`config.mk`:
```
export PLATFORM = sky130hd
export DESIGN_NAME = sleep_table_tick_waker_flat
export DESIGN_NICKNAME = d
export VERILOG_FILES = /design/src/stw_pkg.sv /design/src/stw_in_if.sv /design/src/stw_out_if.sv /design/src/stw_ram.sv /design/src/stw_ctrl.sv /design/src/stw_dp.sv /design/src/sleep_table_tick_waker.sv /design/src/flat_wrapper.sv
export SDC_FILE = /design/constraint.sdc
export NUM_CORES = 1
export LEC_CHECK = 0
export BUFFER_PORTS_ARGS = -buffer_cell sky130_fd_sc_hd__buf_2
export CORE_UTILIZATION = 34
export CTS_BUF_LIST = sky130_fd_sc_hd__clkbuf_8 sky130_fd_sc_hd__clkbuf_16
export DETAILED_ROUTE_END_ITERATION = 8
export GPL_TIMING_DRIVEN = 0
export PLACE_DENSITY = 0.6
export SLEW_MARGIN = 15
export SYNTH_ARGS = -nofsm -noshare
export SYNTH_HDL_FRONTEND = slang
export SYNTH_SLANG_ARGS = --single-unit
```
`constraint.sdc`:
```
create_clock -name clk -period 5.1 [get_ports clk]
set_clock_uncertainty 0.2 [all_clocks]
set_input_delay 1.02 -clock clk [delete_from_list [all_inputs] [get_ports clk]]
set_output_delay 1.02 -clock clk [all_outputs]
set_load 0.1 [all_outputs]
```
`src/stw_pkg.sv`:
```
// Package for the sleep table tick waker.
// Holds the controller state type, result codes and the command and status
// structs that join the controller to the datapath. No dependencies.
package stw_pkg;

  // Result status codes as they appear on the output channel
  typedef enum logic [1:0] {
    STAT_WOKEN  = 2'd0,
    STAT_ACCEPT = 2'd1,
    STAT_ZERO   = 2'd2,
    STAT_FULL   = 2'd3
  } stat_code_t;

  // Operation codes of the input channel
  typedef enum logic {
    OP_SLEEP = 1'b0,
    OP_TICK  = 1'b1
  } op_code_t;

  // Which result the output register loads
  typedef enum logic [2:0] {
    RES_WOKEN_MID,
    RES_WOKEN_LAST,
    RES_ACCEPT,
    RES_ZERO,
    RES_FULL
  } res_sel_t;

  // Controller states
  typedef enum logic [3:0] {
    S_IDLE,
    S_DECIDE,
    S_SH_RD,
    S_SH_WR,
    S_INS,
    S_TK_RD,
    S_TK_EV,
    S_TK_END,
    S_REPLY_OK,
    S_REPLY_ZERO,
    S_REPLY_FULL
  } state_t;

  // Commands from controller to datapath
  typedef struct packed {
    logic     in_ready;
    logic     take;
    logic     sel_tick;
    logic     sh_init;
    logic     sh_write;
    logic     ins_write;
    logic     tk_init;
    logic     tk_keep;
    logic     tk_wake;
    logic     tk_end;
    logic     emit;
    res_sel_t emit_sel;
  } cmd_t;

  // Status from datapath to controller
  typedef struct packed {
    logic is_tick;
    logic zero_ticks;
    logic full;
    logic idx_zero;
    logic rd_done;
    logic expired;
    logic pend_valid;
    logic out_free;
  } sts_t;

endpackage

```
`src/stw_in_if.sv`:
```
// Input channel of the sleep table tick waker: valid/ready plus request fields.
// No dependencies.
interface stw_in_if;
  logic        valid;
  logic        ready;
  logic        op;
  logic [7:0]  thread_id;
  logic [31:0] sleep_ticks;

  modport source (output valid, op, thread_id, sleep_ticks, input ready);
  modport sink   (input valid, op, thread_id, sleep_ticks, output ready);
endinterface

```
`src/stw_out_if.sv`:
```
// Output channel of the sleep table tick waker: valid/ready plus result fields.
// No dependencies.
interface stw_out_if;
  logic       valid;
  logic       ready;
  logic [1:0] status;
  logic [7:0] woken_id;
  logic       last;

  modport source (output valid, status, woken_id, last, input ready);
  modport sink   (input valid, status, woken_id, last, output ready);
endinterface

```
`src/stw_ram.sv`:
```
// Generic single-write, single-read RAM with registered read data.
// No dependencies.
module stw_ram #(
  parameter int WIDTH = 40,
  parameter int DEPTH = 16
) (
  input  logic                     clk,
  input  logic                     we,
  input  logic [$clog2(DEPTH)-1:0] waddr,
  input  logic [WIDTH-1:0]         wdata,
  input  logic [$clog2(DEPTH)-1:0] raddr,
  output logic [WIDTH-1:0]         rdata
);

  logic [WIDTH-1:0] mem [DEPTH];

  // Write port and registered read port
  always_ff @(posedge clk) begin
    if (we) begin
      mem[waddr] <= wdata;
    end
    rdata <= mem[raddr];
  end

endmodule

```
`src/stw_ctrl.sv`:
```
// Controller of the sleep table tick waker: sequences insertion shifts,
// tick scans and result emission. Depends on stw_pkg.
module stw_ctrl
  import stw_pkg::*;
(
  input  logic clk,
  input  logic rst,
  input  logic in_valid,
  input  sts_t sts,
  output cmd_t cmd
);

  state_t state, state_next;

  always_ff @(posedge clk) begin
    if (rst) begin
      state <= S_IDLE;
    end else begin
      state <= state_next;
    end
  end

  // Next state
  always_comb begin
    state_next = state;
    case (state)
      S_IDLE: begin
        if (in_valid) state_next = S_DECIDE;
      end
      S_DECIDE: begin
        if (sts.is_tick)         state_next = S_TK_RD;
        else if (sts.zero_ticks) state_next = S_REPLY_ZERO;
        else if (sts.full)       state_next = S_REPLY_FULL;
        else                     state_next = S_SH_RD;
      end
      S_SH_RD: begin
        state_next = sts.idx_zero ? S_INS : S_SH_WR;
      end
      S_SH_WR: state_next = S_SH_RD;
      S_INS:   state_next = S_REPLY_OK;
      S_TK_RD: begin
        state_next = sts.rd_done ? S_TK_END : S_TK_EV;
      end
      S_TK_EV: begin
        if (!sts.expired || !sts.pend_valid || sts.out_free) state_next = S_TK_RD;
      end
      S_TK_END: begin
        if (!sts.pend_valid || sts.out_free) state_next = S_IDLE;
      end
      S_REPLY_OK, S_REPLY_ZERO, S_REPLY_FULL: begin
        if (sts.out_free) state_next = S_IDLE;
      end
      default: state_next = S_IDLE;
    endcase
  end

  // Outputs
  always_comb begin
    cmd = '0;
    cmd.emit_sel = RES_ACCEPT;
    case (state)
      S_IDLE: begin
        cmd.in_ready = 1'b1;
        cmd.take     = in_valid;
      end
      S_DECIDE: begin
        cmd.tk_init  = sts.is_tick;
        cmd.sh_init  = !sts.is_tick && !sts.zero_ticks && !sts.full;
        cmd.sel_tick = sts.is_tick;
      end
      S_SH_RD: cmd.sel_tick = 1'b0;
      S_SH_WR: cmd.sh_write = 1'b1;
      S_INS:   cmd.ins_write = 1'b1;
      S_TK_RD: cmd.sel_tick = 1'b1;
      S_TK_EV: begin
        cmd.sel_tick = 1'b1;
        cmd.emit_sel = RES_WOKEN_MID;
        if (!sts.expired) begin
          cmd.tk_keep = 1'b1;
        end else if (!sts.pend_valid) begin
          cmd.tk_wake = 1'b1;
        end else if (sts.out_free) begin
          cmd.tk_wake = 1'b1;
          cmd.emit    = 1'b1;
        end
      end
      S_TK_END: begin
        cmd.tk_end   = 1'b1;
        cmd.emit_sel = RES_WOKEN_LAST;
        cmd.emit     = sts.pend_valid && sts.out_free;
      end
      S_REPLY_OK: begin
        cmd.emit_sel = RES_ACCEPT;
        cmd.emit     = sts.out_free;
      end
      S_REPLY_ZERO: begin
        cmd.emit_sel = RES_ZERO;
        cmd.emit     = sts.out_free;
      end
      S_REPLY_FULL: begin
        cmd.emit_sel = RES_FULL;
        cmd.emit     = sts.out_free;
      end
      default: cmd = '0;
    endcase
  end

endmodule

```
`src/stw_dp.sv`:
```
// Datapath of the sleep table tick waker: entry RAM, fill count, scan
// pointers, pending woken id and output register. Depends on stw_pkg, stw_ram.
module stw_dp
  import stw_pkg::*;
#(
  parameter int SLOTS     = 16,
  parameter int ID_BITS   = 8,
  parameter int TICK_BITS = 32
) (
  input  logic        clk,
  input  logic        rst,
  input  cmd_t        cmd,
  output sts_t        sts,
  input  logic        in_op,
  input  logic [7:0]  in_thread_id,
  input  logic [31:0] in_sleep_ticks,
  output logic        out_valid,
  input  logic        out_ready,
  output logic [1:0]  out_status,
  output logic [7:0]  out_woken_id,
  output logic        out_last
);

  localparam int AW = $clog2(SLOTS);
  localparam int CW = $clog2(SLOTS + 1);
  localparam int EW = ID_BITS + TICK_BITS;

  // Latched request
  logic                 op_q;
  logic [ID_BITS-1:0]   id_q;
  logic [TICK_BITS-1:0] ticks_q;

  // Fill count and scan pointers
  logic [CW-1:0] occ;
  logic [CW-1:0] idx;
  logic [CW-1:0] idx_m1;
  logic [CW-1:0] rd;
  logic [CW-1:0] wr;

  // Pending woken id, held until the next one or the scan end shows if it is last
  logic [ID_BITS-1:0] pend_id;
  logic               pend_valid;

  // RAM ports
  logic                 ram_we;
  logic [AW-1:0]        ram_waddr;
  logic [EW-1:0]        ram_wdata;
  logic [AW-1:0]        ram_raddr;
  logic [EW-1:0]        ram_rdata;
  logic [ID_BITS-1:0]   rd_id;
  logic [TICK_BITS-1:0] rd_ticks;
  logic [TICK_BITS-1:0] dec_ticks;

  // Width adaptation of the request and result fields
  logic [ID_BITS+7:0]    id_ext;
  logic [TICK_BITS+31:0] ticks_ext;
  logic [ID_BITS+7:0]    wid_ext;
  logic                  out_free;

  assign id_ext    = {{ID_BITS{1'b0}}, in_thread_id};
  assign ticks_ext = {{TICK_BITS{1'b0}}, in_sleep_ticks};
  assign wid_ext   = {8'b0, pend_id};

  assign rd_id     = ram_rdata[EW-1:TICK_BITS];
  assign rd_ticks  = ram_rdata[TICK_BITS-1:0];
  assign dec_ticks = rd_ticks - TICK_BITS'(1);
  assign idx_m1    = idx - CW'(1);
  assign out_free  = !out_valid || out_ready;

  // Latch the request on acceptance
  always_ff @(posedge clk) begin
    if (cmd.take) begin
      op_q    <= in_op;
      id_q    <= id_ext[ID_BITS-1:0];
      ticks_q <= ticks_ext[TICK_BITS-1:0];
    end
  end

  // Select RAM addresses and write data
  always_comb begin
    ram_raddr = cmd.sel_tick ? rd[AW-1:0] : idx_m1[AW-1:0];
    ram_we    = cmd.sh_write || cmd.ins_write || cmd.tk_keep;
    ram_waddr = idx[AW-1:0];
    ram_wdata = ram_rdata;
    if (cmd.ins_write) begin
      ram_waddr = '0;
      ram_wdata = {id_q, ticks_q};
    end else if (cmd.tk_keep) begin
      ram_waddr = wr[AW-1:0];
      ram_wdata = {rd_id, dec_ticks};
    end
  end

  stw_ram #(
    .WIDTH (EW),
    .DEPTH (SLOTS)
  ) u_ram (
    .clk   (clk),
    .we    (ram_we),
    .waddr (ram_waddr),
    .wdata (ram_wdata),
    .raddr (ram_raddr),
    .rdata (ram_rdata)
  );

  // Advance fill count, pointers and pending id
  always_ff @(posedge clk) begin
    if (rst) begin
      occ        <= '0;
      pend_valid <= 1'b0;
    end else begin
      if (cmd.ins_write) occ <= occ + CW'(1);
      if (cmd.tk_end)    occ <= wr;
      if (cmd.tk_init) begin
        pend_valid <= 1'b0;
      end else if (cmd.tk_wake) begin
        pend_valid <= 1'b1;
      end else if (cmd.emit && cmd.emit_sel == RES_WOKEN_LAST) begin
        pend_valid <= 1'b0;
      end
    end
  end

  always_ff @(posedge clk) begin
    if (cmd.sh_init) idx <= occ;
    if (cmd.sh_write) idx <= idx_m1;
    if (cmd.tk_init) begin
      rd <= '0;
      wr <= '0;
    end else begin
      if (cmd.tk_keep || cmd.tk_wake) rd <= rd + CW'(1);
      if (cmd.tk_keep) wr <= wr + CW'(1);
    end
    if (cmd.tk_wake) pend_id <= rd_id;
  end

  // Output register: load on emit, drop when taken
  always_ff @(posedge clk) begin
    if (rst) begin
      out_valid <= 1'b0;
    end else if (cmd.emit) begin
      out_valid <= 1'b1;
    end else if (out_ready) begin
      out_valid <= 1'b0;
    end
  end

  always_ff @(posedge clk) begin
    if (cmd.emit) begin
      case (cmd.emit_sel)
        RES_WOKEN_MID: begin
          out_status   <= STAT_WOKEN;
          out_woken_id <= wid_ext[7:0];
          out_last     <= 1'b0;
        end
        RES_WOKEN_LAST: begin
          out_status   <= STAT_WOKEN;
          out_woken_id <= wid_ext[7:0];
          out_last     <= 1'b1;
        end
        RES_ZERO: begin
          out_status   <= STAT_ZERO;
          out_woken_id <= '0;
          out_last     <= 1'b1;
        end
        RES_FULL: begin
          out_status   <= STAT_FULL;
          out_woken_id <= '0;
          out_last     <= 1'b1;
        end
        default: begin
          out_status   <= STAT_ACCEPT;
          out_woken_id <= '0;
          out_last     <= 1'b1;
        end
      endcase
    end
  end

  // Status to the controller
  always_comb begin
    sts.is_tick    = (op_q == OP_TICK);
    sts.zero_ticks = (ticks_q == '0);
    sts.full       = (occ == CW'(SLOTS));
    sts.idx_zero   = (idx == '0);
    sts.rd_done    = (rd == occ);
    sts.expired    = (dec_ticks == '0);
    sts.pend_valid = pend_valid;
    sts.out_free   = out_free;
  end

endmodule

```
`src/sleep_table_tick_waker.sv`:
```
// Top level of the sleep table tick waker: joins controller and datapath to
// the two channels. Depends on stw_pkg, stw_in_if, stw_out_if, stw_ctrl, stw_dp.
//
// Keeps up to SLOTS sleeping threads, newest first, in a single-port-write
// RAM. A sleep request with nonzero ticks shifts the table down one entry at a
// time and inserts at the head, answering status 1; zero ticks answers 2 and a
// full table answers 3. A tick scans every entry once, decrements it and
// compacts the survivors in place; each expired id comes out newest first,
// the final one marked last, and a tick that wakes nobody gives no result.
// A tick passes every entry held through the RAM read port once and each
// survivor through the write port; an accepted sleep passes every entry
// through both ports once, while a zero-time or full-table sleep touches no
// entry. An output stall holds the scan or reply until the output register
// is free. A new request is taken only once the previous one is finished,
// while its last result may still be waiting in the output register.
module sleep_table_tick_waker
  import stw_pkg::*;
#(
  parameter int SLOTS     = 16,
  parameter int ID_BITS   = 8,
  parameter int TICK_BITS = 32
) (
  input  logic      clk,
  input  logic      rst,
  stw_in_if.sink    in_ch,
  stw_out_if.source out_ch
);

  cmd_t cmd;
  sts_t sts;

  assign in_ch.ready = cmd.in_ready;

  stw_ctrl u_ctrl (
    .clk      (clk),
    .rst      (rst),
    .in_valid (in_ch.valid),
    .sts      (sts),
    .cmd      (cmd)
  );

  stw_dp #(
    .SLOTS     (SLOTS),
    .ID_BITS   (ID_BITS),
    .TICK_BITS (TICK_BITS)
  ) u_dp (
    .clk            (clk),
    .rst            (rst),
    .cmd            (cmd),
    .sts            (sts),
    .in_op          (in_ch.op),
    .in_thread_id   (in_ch.thread_id),
    .in_sleep_ticks (in_ch.sleep_ticks),
    .out_valid      (out_ch.valid),
    .out_ready      (out_ch.ready),
    .out_status     (out_ch.status),
    .out_woken_id   (out_ch.woken_id),
    .out_last       (out_ch.last)
  );

endmodule
```
`src/flat_wrapper.sv`:
```
// flat-port wrapper written by rule: the top's interface ports become plain ports
module sleep_table_tick_waker_flat import stw_pkg::*;
#(
  parameter int SLOTS     = 16,
  parameter int ID_BITS   = 8,
  parameter int TICK_BITS = 32
)
  (clk, rst, in_ch_valid, in_ch_op, in_ch_thread_id, in_ch_sleep_ticks, in_ch_ready, out_ch_valid, out_ch_status, out_ch_woken_id, out_ch_last, out_ch_ready);
  stw_in_if in_ch_i ();
  stw_out_if out_ch_i ();
  input  logic clk;
  input  logic rst;
  input wire logic [$bits(in_ch_i.valid)-1:0] in_ch_valid;
  input wire logic [$bits(in_ch_i.op)-1:0] in_ch_op;
  input wire logic [$bits(in_ch_i.thread_id)-1:0] in_ch_thread_id;
  input wire logic [$bits(in_ch_i.sleep_ticks)-1:0] in_ch_sleep_ticks;
  output wire logic [$bits(in_ch_i.ready)-1:0] in_ch_ready;
  output wire logic [$bits(out_ch_i.valid)-1:0] out_ch_valid;
  output wire logic [$bits(out_ch_i.status)-1:0] out_ch_status;
  output wire logic [$bits(out_ch_i.woken_id)-1:0] out_ch_woken_id;
  output wire logic [$bits(out_ch_i.last)-1:0] out_ch_last;
  input wire logic [$bits(out_ch_i.ready)-1:0] out_ch_ready;
  assign in_ch_i.valid = in_ch_valid;
  assign in_ch_i.op = in_ch_op;
  assign in_ch_i.thread_id = in_ch_thread_id;
  assign in_ch_i.sleep_ticks = in_ch_sleep_ticks;
  assign in_ch_ready = in_ch_i.ready;
  assign out_ch_valid = out_ch_i.valid;
  assign out_ch_status = out_ch_i.status;
  assign out_ch_woken_id = out_ch_i.woken_id;
  assign out_ch_last = out_ch_i.last;
  assign out_ch_i.ready = out_ch_ready;
  sleep_table_tick_waker #(.SLOTS(SLOTS), .ID_BITS(ID_BITS), .TICK_BITS(TICK_BITS)) u_core (.clk(clk), .rst(rst), .in_ch(in_ch_i), .out_ch(out_ch_i));
endmodule
```
### Yosys cells after proc, flatten, opt, wreduce, memory -nomap -nowiden

Memories as Yosys holds them, arrays and structs flattened. A register that Yosys moved wholly into a read port is not among the register bits.
Cells that the tools add are included.

* register bits after elaboration: 86
* memory bits (writable): 640
* input port bits: 45
* output and inout bits: 13
* logic and storage cells: 113
* memories: 1

Memory list
* u_core.u_dp.u_ram.mem: words 16, bits a word 40, read ports 1, clocked after Yosys merged registers in 1, wr ports 1, line stw_ram.sv:15 `logic [WIDTH-1:0] mem [DEPTH];`

* add/subtract/negate cells: 5
* eq/ne operators: 19
* muxes and demuxes: 42
* reduce and logical (&&, ||, !) cells: 32

Operator list (count)
* $logic_not 32->1: 2
* $mux 4: 10
* $mux 40: 1
* $pmux 4 s9: 1
* $mux 32: 1
* $sub 32x1->32 const B: 1
* $pmux 4 s6: 1
* $mux 5: 4
* $mux 1: 19
* $eq 4x3->1 const B: 4
* $add 5x1->5 const B: 3
* $eq 4x4->1 const B: 3
* $eq 4x2->1 const B: 2
* $ne 2x2->1 const B: 4
* $reduce_bool 2->1: 4
* $logic_or 1x1->1: 7
* $logic_not 1->1: 6
* $pmux 2 s3: 1
* $reduce_or 2->1: 3
* $reduce_or 6->1: 1
* $eq 5x5->1: 1
* $eq 5x5->1 const B: 1
* $logic_not 5->1: 1
* $sub 5x1->5 const B: 1
* 12 further kinds: 16

### Logic depth before layout (Yosys ltp)

Gate-level depths: netlist of the first run.

* depth in word-level cells: 10
* gate-level depth with buffers: 12
* mapped depth without buffers: 11

### Cells and area by module

From an unflattened synthesis of the first run, not the netlist that was laid out.

* cells, all modules: 1576
* area total of the unflattened synthesis: 30235.2 µm²

By module, submodules not included
* stw_ram: instances 1, cells each 1040, area an instance 25131.6 µm², seq. area each 20019.2 µm²
* stw_dp: instances 1, cells each 459, area an instance 4605.7 µm², seq. area each 2292.2 µm²
* stw_ctrl: instances 1, cells each 77, area an instance 498.0 µm², seq. area each 80.1 µm²

### Worst setup path before layout of the first run

Ideal clock, no wire load.

* path kind: register -> register
* start point: register u_core.u_ctrl.state[2]
* end point: register u_core.u_dp.id_q[0] (enable)
* setup time: 402 ps
* arrival: 4906 ps
* required time: 4498 ps
* setup slack: -408 ps
* stages on the path, launching flop included: 5
* path buffers: 2
* period minus slack after synthesis: 5508 ps
* cells stage by stage: dfxtp_1 clkbuf_1 buf_1 nor4_1 and2_1

RTL lines
* start, declared: line stw_ctrl.sv:13 `state_t state, state_next;`
* start signal, assigned: line stw_ctrl.sv:19 `state <= state_next;`
* end signal, assigned: line stw_dp.sv:74 `id_q <= id_ext[ID_BITS-1:0];`
* end, declared: line stw_dp.sv:30 `logic [ID_BITS-1:0] id_q;`

### Worst setup path in the final report of the first run

* start point: register u_core.u_dp.u_ram.rdata[5], read port of u_core.u_dp.u_ram.mem
* end point: memory u_core.u_dp.u_ram.mem[12][34] (enable)

* longest elaborated chain between the ends: 7
* elaborated cells between the ends (all ways): 9
* those cells by class: add/sub (1); mux (6); reduce/logical (2)

RTL lines
* start, declared: line stw_ram.sv:12 `output logic [WIDTH-1:0] rdata`
* $sub 32x1->32 (*): line stw_dp.sv:66 `assign dec_ticks = rd_ticks - TICK_BITS'(1);`
* $logic_not 32->1 (*): line stw_dp.sv:187 `sts.expired = (dec_ticks == '0);`
* $mux 1 (*): line stw_ctrl.sv:78 `if (!sts.expired) begin`
* $mux 2 (*): line stw_ctrl.sv:61 `case (state)`
* $logic_or 1x1->1: line stw_dp.sv:82 `ram_we = cmd.sh_write || cmd.ins_write || cmd.tk_keep;`
* $mux 1: line stw_ram.sv:19 `if (we) begin`
* $mux 1 (not written as such): line stw_ram.sv:20 `mem[waddr] <= wdata;`
* end, declared: line stw_ram.sv:15

Every way passes the cells marked *; elsewhere a longest branch is shown, timed or not.

==> results of run 1 <==
==> registers in the layout, indices dropped and copies added, names as in the netlist, 2 cells and up <==
signal and cells:
u_core.u_ctrl.state 4, u_core.u_dp.id_q 8, u_core.u_dp.idx 5, u_core.u_dp.occ 5
u_core.u_dp.out_status 2, u_core.u_dp.out_woken_id 8, u_core.u_dp.pend_id 8, u_core.u_dp.rd 5
u_core.u_dp.ticks_q 32, u_core.u_dp.u_ram.mem 640, u_core.u_dp.u_ram.rdata 40, u_core.u_dp.wr 5
==> Yosys cell counts, drive strengths merged, types with 7 or more instances <==
library cell | number | area [sq um]
a211oi | 45 | 343
a21oi | 70 | 354
a31oi | 10 | 77.6
and3 | 8 | 50.1
buf | 23 | 113
clkbuf | 68 | 255
dfxtp | 61 | 1220
edfxtp | 705 | 21200
ha | 7 | 87.6
inv | 15 | 56.3
mux2i | 49 | 490
mux4 | 160 | 3600
nand2 | 80 | 300
nand3 | 11 | 55.1
nand4 | 11 | 68.8
nor2 | 60 | 225
nor2b | 59 | 369
nor3 | 21 | 110
nor4 | 34 | 246
o21ai | 34 | 170
or3 | 7 | 43.8
or4 | 10 | 78.8
xnor2 | 37 | 324
==> cell usage in the layout, fill, tap and decap left out, types with 11 or more instances in the layout <==
cell       Yosys  layout
nor4_1        30      27
a211oi_1      44      44
clkbuf_16      0      79
clkbuf_1      68      62
clkinv_1       0      14
nor2_4         0      13
buf_12         0      26
nand3_1       11      11
nor2b_1       59      55
nor3_1        20      19
edfxtp_1     705     705
nand2_1       80      80
buf_2          6      63
a21oi_1       69      62
inv_1         15      37
nor2_1        60      46
buf_4          1      19
nand4_1       11      11
o21ai_1        2      17
mux2i_1       49      47
xnor2_1       37      37
mux4_2       160     160
dfxtp_1       61      61
==> metrics by stage <==
step	cells	cell area [sq um]	utilization, %	setup TNS [ps]
finish	3072	35900	40.6	0
detailed placement	2911	33000	37.3	-242210
floorplan	1651	30400	-	-56860
CTS	3061	35700	40.4	0
global route	3072	35900	40.6	-1890
global placement	2873	32200	36.4	-1742000
==> final cells by class <==
cell class / count / area [sq um]
fillers: 7927 / 52500
flip-flops and latches: 766 / 22400
multi-input cells: 779 / 7850
clock buffers: 83 / 2030
well taps: 1165 / 1460
repair buffers: 110 / 1170
clock inverters: 63 / 484
plain buffers: 91 / 427
inverters: 15 / 56.3
==> metal layers <==
layer  vias up  global-route usage [%]  wire length, um
li1       7098                       -                -
met5         -                       0                0
met1      8625                    24.1            34500
met3       116                    4.03             5250
met2       613                    25.9            35100
met4         0                    4.96             1980
==> cells by family (layout without fill, tap and decap cells) <==
group	Yosys count	count (layout)	synth area share, %
multiplexers	211	211	13.6
buffers and inverters	106	362	1.40
AND/OR/NAND/NOR	326	326	5.73
AO/OA/AOI/OAI	193	193	4.10
adder cells (fa/ha/maj)	7	7	0.288
XOR/XNOR	42	42	1.21
flip-flops	766	766	73.7
==> worst max-delay path, delay by kind of cell (launching register included) <==
family                 cells  cell delay [ps]
AND/OR/NAND/NOR            6             2470
buffers and inverters      4              870
AO/OA/AOI/OAI              2              540
flip-flops                 1              380
XOR/XNOR                   1              200
==> worst paths after layout <==
path                                             endpoint  cells past startpoint
setup / recovery  u_core.u_dp.u_ram.mem[12][34]$_DFFE_PP_                     13
hold reg to reg          u_core.u_dp.pend_id[5]$_DFFE_PP_                      0
hold / removal           u_core.u_dp.pend_id[5]$_DFFE_PP_                      0
setup reg to reg  u_core.u_dp.u_ram.mem[12][34]$_DFFE_PP_                     13
==> power by group through the flow <==
stage               Clock (mW)  Combinational [mW]  Sequential, mW
detailed placement           0                5.78            8.67
global route              5.90                6.28            8.59
finish                    5.53                5.84            8.55
CTS                       5.65                5.85            8.54
floorplan                    0                3.84            8.52
global placement             0                5.54            8.69
==> timing repair <==
item	in CTS	in global routing
gates resized for setup	28	23
pin swaps	1	7
endpoints found under the setup margin	1039	792
hold buffers	0	0
buffers inserted	4	10
==> impl_metrics.csv, run 1 <==
group,metric,value,unit
outcome,status,"complete, no violations",
worst_setup_path,ff2ff_setup_slack,80,ps
global_routing,grt.total_usage,17.0,%
global_routing,grt_first_pass_wirelength,112000,um
timing,min_period_over_period,98.4,%
drt,first_pass_iters,5,
clocking,cts_tree,"built",
worst_setup_path,crit_start,"u_core.u_dp.u_ram.rdata[5]$_DFF_P_",
synthesis,syn_inst,1651,
timing,fin_crit,5020,ps
worst_setup_path,cp-start-kind,"flip-flop",
timing,layout_setup_ws,83.5,ps
synthesis,synth_fp_nets,1703,
drt,viasPerCell,5.36,
drt,wl_per_cell,25.0,um
global_routing,grt_max_degree,42,
worst_setup_path,worstSetupPathType,"flip-flop to flip-flop",
worst_setup_path,critical_path_arrival,5150,ps
place,gp_congestion,0.890,
synthesis,synthFlopType,"edfxtp_1",
drt,drt-initial-drc-count,1419,
synthesis,async_flop_share,0,%
timing,max_freq,199,MHz
timing,worst_slew_pin_slew,1410,ps
flow_run,drv_cap,0,
clocking,cts_num_sinks,766,
power_and_ir_drop,p_total,19.9,mW
synthesis,syn_area_per_cell,18.4,sq um
power_and_ir_drop,p_int,13.5,mW
die,start_util,34.4,%
clocking,clk-insertion-delay-late,650,ps
power_and_ir_drop,ir_drop,0.263,mV
global_routing,antenna_found_initial,0,
global_routing,grt_pass1_vias,16700,
final_layout,drive_above_1_share,24.2,%
place,dp_slack,-703,ps
synthesis,ys_warn_count,0,
die,die_area,90500,sq um
timing,max_slew_margin,6.31,%
timing,slew_viol_final,0,
drt,drc,0,
final_layout,nets,1894,
timing,final_hold_viol_count,0,
power_and_ir_drop,switching_share,32.4,%
worst_setup_path,crit_chain,"or4_1, or4_1, buf_2, nor4_2, xnor2_1, o21ai_1, nor4_4, nand2b_1, buf_4, o21ai_1, nor2_4, buf_12, buf_12",
die,io_pins,58,
timing,holdWs,232,ps
synthesis,ys_seq_elements,766,
worst_setup_path,end_kind,"flip-flop",
die,rows,109,
clocking,cts_buffer_depth,3,
synthesis,synth.distinct_cells,65,
worst_setup_path,cp_slowest_cell,"or4_1",
clocking,cts_max_level,3,
final_layout,area_growth,18.1,%
clocking,cts.clk_slew.worst_paths,60,ps
place,dpl.hpwl,50400,um
synthesis,syn_area,30400,sq um
die,core_area,88400,sq um
drt,num_vias,16500,
worst_setup_path,cp.required,5230,ps
place,port_buffers,57,
power_and_ir_drop,seqPwrFrac,42.9,%
clocking,cts_buffers,79,
final_layout,n_antenna_cell,0,
power_and_ir_drop,pwr-share-clk,27.8,%
power_and_ir_drop,power_leakage,11.3,nW
timing,setup_violations,0,
worst_setup_path,path_max_fanout,20,
power_and_ir_drop,pwr-share-comb,29.3,%
global_routing,grt.overflow.total,0,
synthesis,synth-seq-area-share,73.7,%
die,die_h,301,um
die,fp.dieW,301,um
synthesis,synth_edf_count,705,
worst_setup_path,rr_startpoint,"u_core.u_dp.u_ram.rdata[5]$_DFF_P_",
drt,drt_wl_total,76800,um
power_and_ir_drop,p_sw,6.45,mW
worst_hold_path,hp-class,"flip-flop to flip-flop",
drt,drtAntennaViolNets,0,
power_and_ir_drop,power.density,555,nW/um^2
worst_setup_path,max_stage_delay,610,ps
worst_hold_path,hold_start,"u_core.u_dp.u_ram.rdata[37]$_DFF_P_",
clocking,cts_root_buffer,"clkbuf_16",
No activity file was read; power rests on OpenSTA's default activity.
==> run 2, diff against run 1 <==
- REMOVE_ABC_BUFFERS: default -> 1
==> run 2 against run 1 <==
Net effect: count of clock-buffer cells in the layout rose by 13; critical endpoint is now u_core.u_dp.u_ram.mem[3][9]$_DFFE_PP_; clock power rose by 6.7%; die area did not move; largest cell class unchanged; sequential share of layout area fell by 1.7 points; cell count fell by 1.2%; non-clock buffer count fell by 40; critical path depth did not move.
==> impl_metrics.csv, run 2 (synthesized netlist as in run 1, its figures left out) <==
group,metric,value,unit
drt,viasPerCell,5.26,
power_and_ir_drop,switching_share,30.0,%
timing,max_slew_margin,22.2,%
worst_setup_path,end_kind,"flip-flop",
final_layout,finalInstanceArea,36900,sq um
clocking,cts.clk_slew.worst_paths,60,ps
final_layout,nFillCells,7709,
worst_setup_path,path_max_fanout,15,
worst_hold_path,holdPathStages,0,
worst_setup_path,reg2reg_depth,13,
power_and_ir_drop,ir_drop,0.398,mV
worst_setup_path,rr_startpoint,"u_core.u_dp.u_ram.rdata[5]$_DFF_P_",
final_layout,area_growth,21.4,%
place,dpl.hpwl,46800,um
worst_hold_path,min_to,"u_core.u_dp.pend_id[6]$_DFFE_PP_",
drt,wl_per_cell,23.8,um
timing,fin_crit,4920,ps
place,gp_congestion,0.834,
drt,drt_wl_total,72300,um
worst_setup_path,critical_path_arrival,5030,ps
final_layout,drive_above_1_share,27.1,%
final_layout,largest_register_ffs,640,
worst_setup_path,reg2reg_to,"u_core.u_dp.u_ram.mem[3][9]$_DFFE_PP_",
place,port_buffers,57,
global_routing,antenna_found_initial,0,
die,start_util,34.4,%
timing,holdWs,235,ps
clocking,cts_buffers,81,
place,placed_cells,2858,
drt,first_pass_iters,5,
timing,setup_violations,0,
timing,worst_slew_pin_slew,1160,ps
die,die_area,90500,sq um
power_and_ir_drop,power_leakage,11.8,nW
power_and_ir_drop,seqPwrFrac,42.2,%
flow_run,drv_cap,0,
drt,num_vias,16000,
die,io_pins,58,
final_layout,final_common_cell,"edfxtp_1",
outcome,status,"complete, no violations",
die,rows,109,
global_routing,grt_pass1_vias,16500,
worst_hold_path,hp-class,"flip-flop to flip-flop",
worst_setup_path,cp.required,5210,ps
timing,layout_setup_ws,178,ps
place,placed_area,33700,sq um
power_and_ir_drop,p_int,14.3,mW
global_routing,grt_max_degree,67,
timing,min_period_over_period,96.5,%
final_layout,n_antenna_cell,0,
die,fp.dieW,301,um
clocking,cts_root_buffer,"clkbuf_16",
timing,rsz0062_at_grt,"false",
clocking,cts_hold_buf,0,
power_and_ir_drop,p_total,20.5,mW
place,dp_slack,-1260,ps
final_layout,regMostFlops,"u_core.u_dp.u_ram.mem",
clocking,cts_max_level,3,
clocking,cts_buffer_depth,3,
global_routing,grt.overflow.total,0,
drt,drt-initial-drc-count,1497,
die,die_h,301,um
final_layout,nets,1856,
clocking,clk-insertion-delay-late,620,ps
power_and_ir_drop,pwr-share-clk,28.8,%
worst_setup_path,worstSetupPathType,"flip-flop to flip-flop",
global_routing,grt_first_pass_wirelength,108000,um
final_layout,reg.largest.list,"u_core.u_dp.u_ram.mem: 640 flops, u_core.u_dp.u_ram.rdata: 40 flops, u_core.u_dp.ticks_q: 32 flops",
power_and_ir_drop,power.density,555,nW/um^2
timing,final_hold_viol_count,0,
clocking,cts_num_sinks,766,
worst_setup_path,ff2ff_setup_slack,180,ps
timing,max_freq,203,MHz
worst_setup_path,cp-start-kind,"flip-flop",
final_layout,final_cell_count_no_fill,3036,
global_routing,grt.total_usage,16.1,%
die,core_area,88400,sq um
clocking,cts_tree,"built",
worst_hold_path,hold_start,"u_core.u_dp.u_ram.rdata[38]$_DFF_P_",
timing,slew_viol_final,0,
power_and_ir_drop,pwr-share-comb,29.0,%
drt,drtAntennaViolNets,0,
power_and_ir_drop,p_sw,6.15,mW
drt,drc,0,
final_layout,final_cell_mix,"edfxtp_1, mux4_2, clkbuf_16",
-- run 2: changes by cell type in the layout (fill, tap and decap cells not counted), sizes merged --
cell / previous run / this run
clkbuf: 153 / 96
buf: 124 / 161
clkdlybuf4s15: 7 / 0
inv: 40 / 34
clkinv: 31 / 26
bufinv: 4 / 7
clkinvlp: 3 / 2
-- run 2: worst max-delay path by stage --
stage                     slack [ps]                                 from  cells after the start                                      to
after floorplan               -12530  u_core.u_ctrl.state[0]$_SDFFE_PP0P_                      8      u_core.u_dp.u_ram.rdata[0]$_DFF_P_
final                            180   u_core.u_dp.u_ram.rdata[5]$_DFF_P_                     13   u_core.u_dp.u_ram.mem[3][9]$_DFFE_PP_
after global placement        -20610  u_core.u_ctrl.state[1]$_SDFFE_PP0P_                      8     u_core.u_dp.u_ram.rdata[12]$_DFF_P_
after detailed placement       -1260   u_core.u_dp.u_ram.rdata[0]$_DFF_P_                     14   u_core.u_dp.u_ram.mem[8][3]$_DFFE_PP_
after global routing              30   u_core.u_dp.u_ram.rdata[5]$_DFF_P_                     11   u_core.u_dp.u_ram.mem[3][2]$_DFFE_PP_
after CTS                         40   u_core.u_dp.u_ram.rdata[5]$_DFF_P_                     13  u_core.u_dp.u_ram.mem[10][8]$_DFFE_PP_
-- run 2: critical path, cell delays in order, from the launching register on --
cell	delay, ps
dfxtp_1	390
or4_1	620
or4_4	600
nor2_1	290
o21ai_0	180
a211oi_2	410
nor4_4	120
buf_4	210
buf_6	170
o311a_1	370
nor3_2	360
nor2b_4	290
buf_16	180
buf_12	190
-- run 2: power by group through the flow --
stage / sequential (mW) / combinational, mW / clock (mW)
CTS: 8.62 / 5.99 / 6.01
global placement: 8.80 / 4.07 / 0
detailed placement: 8.75 / 5.93 / 0
floorplan: 8.58 / 3.48 / 0
finish: 8.63 / 5.94 / 5.90
global route: 8.67 / 6.44 / 6.25
-- run 2: what timing repair did --
action,4_1_cts,5_1_grt
hold endpoints to repair,0,0
gates resized for setup,16,14
cloned,0,0
pin swaps,11,0
endpoints found under the setup margin,1048,941
setup buffers,25,3
-- run 2: final cells by class --
cell class	instances	area, sq um	area share (%)
timing repair buffer	161	2400	6.50
clock inverter	54	438	1.19
sequential	766	22400	60.7
tap	1165	1460	3.95
multi-input combinational	779	7860	21.3
inverter	15	56.3	0.153
clock buffer	96	2270	6.15
-- run 2: per-layer routing --
layer	up-vias	routed length [um]	global-route usage, %	part of all wire (%)
met2	507	35400	26.4	49
met3	114	4140	2.71	5.7
li1	7016	-	-	-
met1	8331	31100	21.7	43
met4	0	1590	5.10	2.2
met5	-	0	0	0
-- run 2: metrics by stage --
step | utilization [%] | TNS [ps]
finish | 41.7 | 0
global route | 41.7 | 0
CTS | 41.6 | 0
detailed placement | 38.2 | -689770
global placement | 35.9 | -5945270
floorplan | - | -1162690
==> run 3, diff against run 2 <==
- SKIP_LAST_GASP: default -> 1
- SYNTH_HIERARCHICAL: default -> 1
==> run 3 against run 2 <==
Net effect: sequential share of layout area is 0.26 points higher; via count rose by 0.65%; largest power group unchanged; critical endpoint is now u_core/u_dp/u_ram/mem[0][23]$_DFFE_PP_; die area decreased by 0.45%; synthesized area is 0.46% lower; sequential power decreased by 2.7%; critical path type unchanged; cell count decreased by 0.96%; highest routed layer unchanged.
==> impl_metrics.csv, run 3 <==
group,metric,value,unit
outcome,status,"complete, no violations",
timing,slew_viol_final,0,
global_routing,grt.total_usage,16.4,%
final_layout,multi_input_area,7600,sq um
timing,final_hold_viol_count,0,
synthesis,ys_seq_elements,766,
die,io_pins,58,
place,gp_congestion,0.785,
worst_hold_path,hp-class,"flip-flop to flip-flop",
timing,final.setup.tns,0,ps
final_layout,largest_register_ffs,640,
clocking,cts_num_sinks,766,
power_and_ir_drop,p_total,17.9,mW
clocking,clk-insertion-delay-late,620,ps
final_layout,reg.largest.list,"u_core/u_dp/u_ram/mem: 640 flops, u_core/u_dp/u_ram/rdata: 40 flops, u_core/u_dp/ticks_q: 32 flops",
global_routing,busiest_layer,"met2",
worst_setup_path,path_max_fanout,7,
synthesis,synthFlopType,"edfxtp_1",
drt,drt_wl_total,74400,um
drt,drtAntennaViolNets,0,
power_and_ir_drop,power.density,488,nW/um^2
place,placed_area,33500,sq um
place,dpl.hpwl,47700,um
final_layout,final_cell_mix,"edfxtp_1, mux4_2, nand2_1",
flow_run,drv_cap,0,
global_routing,grt.overflow.total,0,
synthesis,synth.distinct_cells,60,
clocking,cts_buffer_depth,3,
die,die_h,300,um
synthesis,synth_edf_count,705,
drt,wl_per_cell,24.7,um
drt,drc,0,
synthesis,synthDominantCellAreaShare,70.0,%
timing,max_freq,197,MHz
global_routing,grt_use_met1,24.2,%
synthesis,synth-seq-area-share,74.1,%
drt,first_pass_iters,5,
clocking,cts_root_buffer,"clkbuf_16",
final_layout,n_antenna_cell,0,
clocking,cts_buffers,80,
die,start_util,34.3,%
die,rows,109,
place,dp_slack,-1190,ps
final_layout,final_common_cell,"edfxtp_1",
timing,max_slew_margin,33.7,%
drt,viasPerCell,5.34,
global_routing,met3_usage,3.10,%
clocking,cts_tree,"built",
timing,min_period_over_period,99.7,%
synthesis,syn_area,30200,sq um
synthesis,async_flop_share,0,%
worst_setup_path,cp.required,5210,ps
timing,layout_setup_ws,13.4,ps
die,fp.dieW,300,um
timing,worst_slew_pin_slew,988,ps
clocking,cts.clk_slew.worst_paths,60,ps
place,placed_cells,2816,
final_layout,nets,1832,
worst_setup_path,critical_path_arrival,5200,ps
final_layout,area_growth,21.4,%
drt,num_vias,16100,
timing,rsz0062_at_grt,"true",
final_layout,final_cell_count_no_fill,3007,
synthesis,ys_warn_count,6,
power_and_ir_drop,power_leakage,12.1,nW
worst_setup_path,cp-start-kind,"flip-flop",
die,die_area,90100,sq um
final_layout,finalInstanceArea,36700,sq um
timing,fin_crit,5090,ps
synthesis,synth_most_common_cell,"edfxtp_1",
synthesis,syn_inst,1576,
drt,drt-initial-drc-count,1652,
clocking,cts_hold_buf,0,
timing,setup_violations,0,
die,core_area,88200,sq um
place,port_buffers,57,
global_routing,grt_first_pass_wirelength,108000,um
global_routing,antenna_found_initial,0,
global_routing,grt_max_degree,38,
global_routing,grt_pass1_vias,16100,
final_layout,nFillCells,7599,
final_layout,seq_area,22400,sq um
worst_setup_path,end_kind,"flip-flop",
final_layout,drive_above_1_share,27.4,%
synthesis,syn_area_per_cell,19.2,sq um
power_and_ir_drop,ir_drop,0.317,mV
clocking,cts_max_level,3,
synthesis,synth_area_leaders,"edfxtp_1, mux4_2, mux4_1",
worst_setup_path,worstSetupPathType,"flip-flop to flip-flop",
final_layout,regMostFlops,"u_core/u_dp/u_ram/mem",
global_routing,grt_use_met2,24.9,%
synthesis,ys_top_cells_by_count,"edfxtp_1, mux4_2, nand2_1, a22oi_1, nor2_1",
synthesis,synth_largest_area_cell,"edfxtp_1",
[run 3: cell count changes in the layout (fill, tap and decap cells not counted), moves of 13 or more]
cell      previous run  this run
nor2b_1             55         5
a211oi_1            44         0
a22oi_1              1        80
a21oi_1             65        20
buf_6                3        16
xor2_1               5        30
mux4_1               0        60
buf_4               26        61
mux2i_1             47         8
nand2_1             79        97
mux4_2             160       100
[run 3: where the power goes]
| group | internal (mW) | switching [mW] | total (mW) |
|---|---|---|---|
| logic | 1.57 | 2.27 | 3.84 |
| registers | 8.01 | 0.386 | 8.40 |
| clock network | 3.34 | 2.33 | 5.66 |
[run 3: metal layers]
metal	routed length, um	vias up
li1	-	6862
met1	32900	8391
met2	34000	700
met3	5790	118
met4	1690	0
met5	0	-
[run 3: worst paths after layout]
kind / from / to / slack, ps / cells after the start
worst max-delay path: u_core/u_dp/u_ram/rdata[0]$_DFF_P_ / u_core/u_dp/u_ram/mem[0][23]$_DFFE_PP_ / 10 / 20
worst min-delay path: u_core/u_dp/u_ram/rdata[32]$_DFF_P_ / u_core/u_dp/pend_id[0]$_DFFE_PP_ / 230 / 0
worst max register to register: u_core/u_dp/u_ram/rdata[0]$_DFF_P_ / u_core/u_dp/u_ram/mem[0][23]$_DFFE_PP_ / 10 / 20
worst min register to register: u_core/u_dp/u_ram/rdata[32]$_DFF_P_ / u_core/u_dp/pend_id[0]$_DFFE_PP_ / 230 / 0
[run 3: metrics by stage]
step / util [%] / hold WS [ps]
after floorplan: - / 204
after global placement: 35.6 / 213
after detailed placement: 37.9 / 214
after CTS: 41.3 / 228
after global routing: 41.6 / 242
final: 41.6 / 225
[run 3: timing repair]
action | 4_1_cts | 5_1_grt
resized for setup | 35 | 20
pin swaps | 14 | 11
endpoints found under the setup margin | 1152 | 694
setup buffers | 27 | 21
[run 3: worst max-delay path, cell delays in order (launching register included)]
cell and delay [ps]:
dfxtp_2 360, inv_1 100, ha_4 170, or4b_4 510, or3_4 370, or3_1 330, xor2_1 160, nand4_1 130
nor4_2 320, buf_4 230, nor3_4 60, buf_12 140, mux2i_1 200, nor2_2 100, buf_4 150, or3b_4 460
nor3_4 170, buf_6 140, buf_6 160, buf_6 160, buf_6 160
[run 3: area by class of cell]
type                    count  share of cell area, %
flip-flops and latches    766                   61.0
inverters                  15                  0.153
clock buffers              92                   6.02
repair buffers            205                   7.14
well taps                1165                   3.97
clock inverters            53                   1.01
multi-input cells         711                   20.7
[run 3: cell families after synthesis]
kind of cell | synth area share, %
mux | 13.4
flops | 74.1
fa+ha+maj | 0.331
xor+xnor | 1.80
buf+inv | 2.02
compound gates | 3.44
simple gates | 4.96
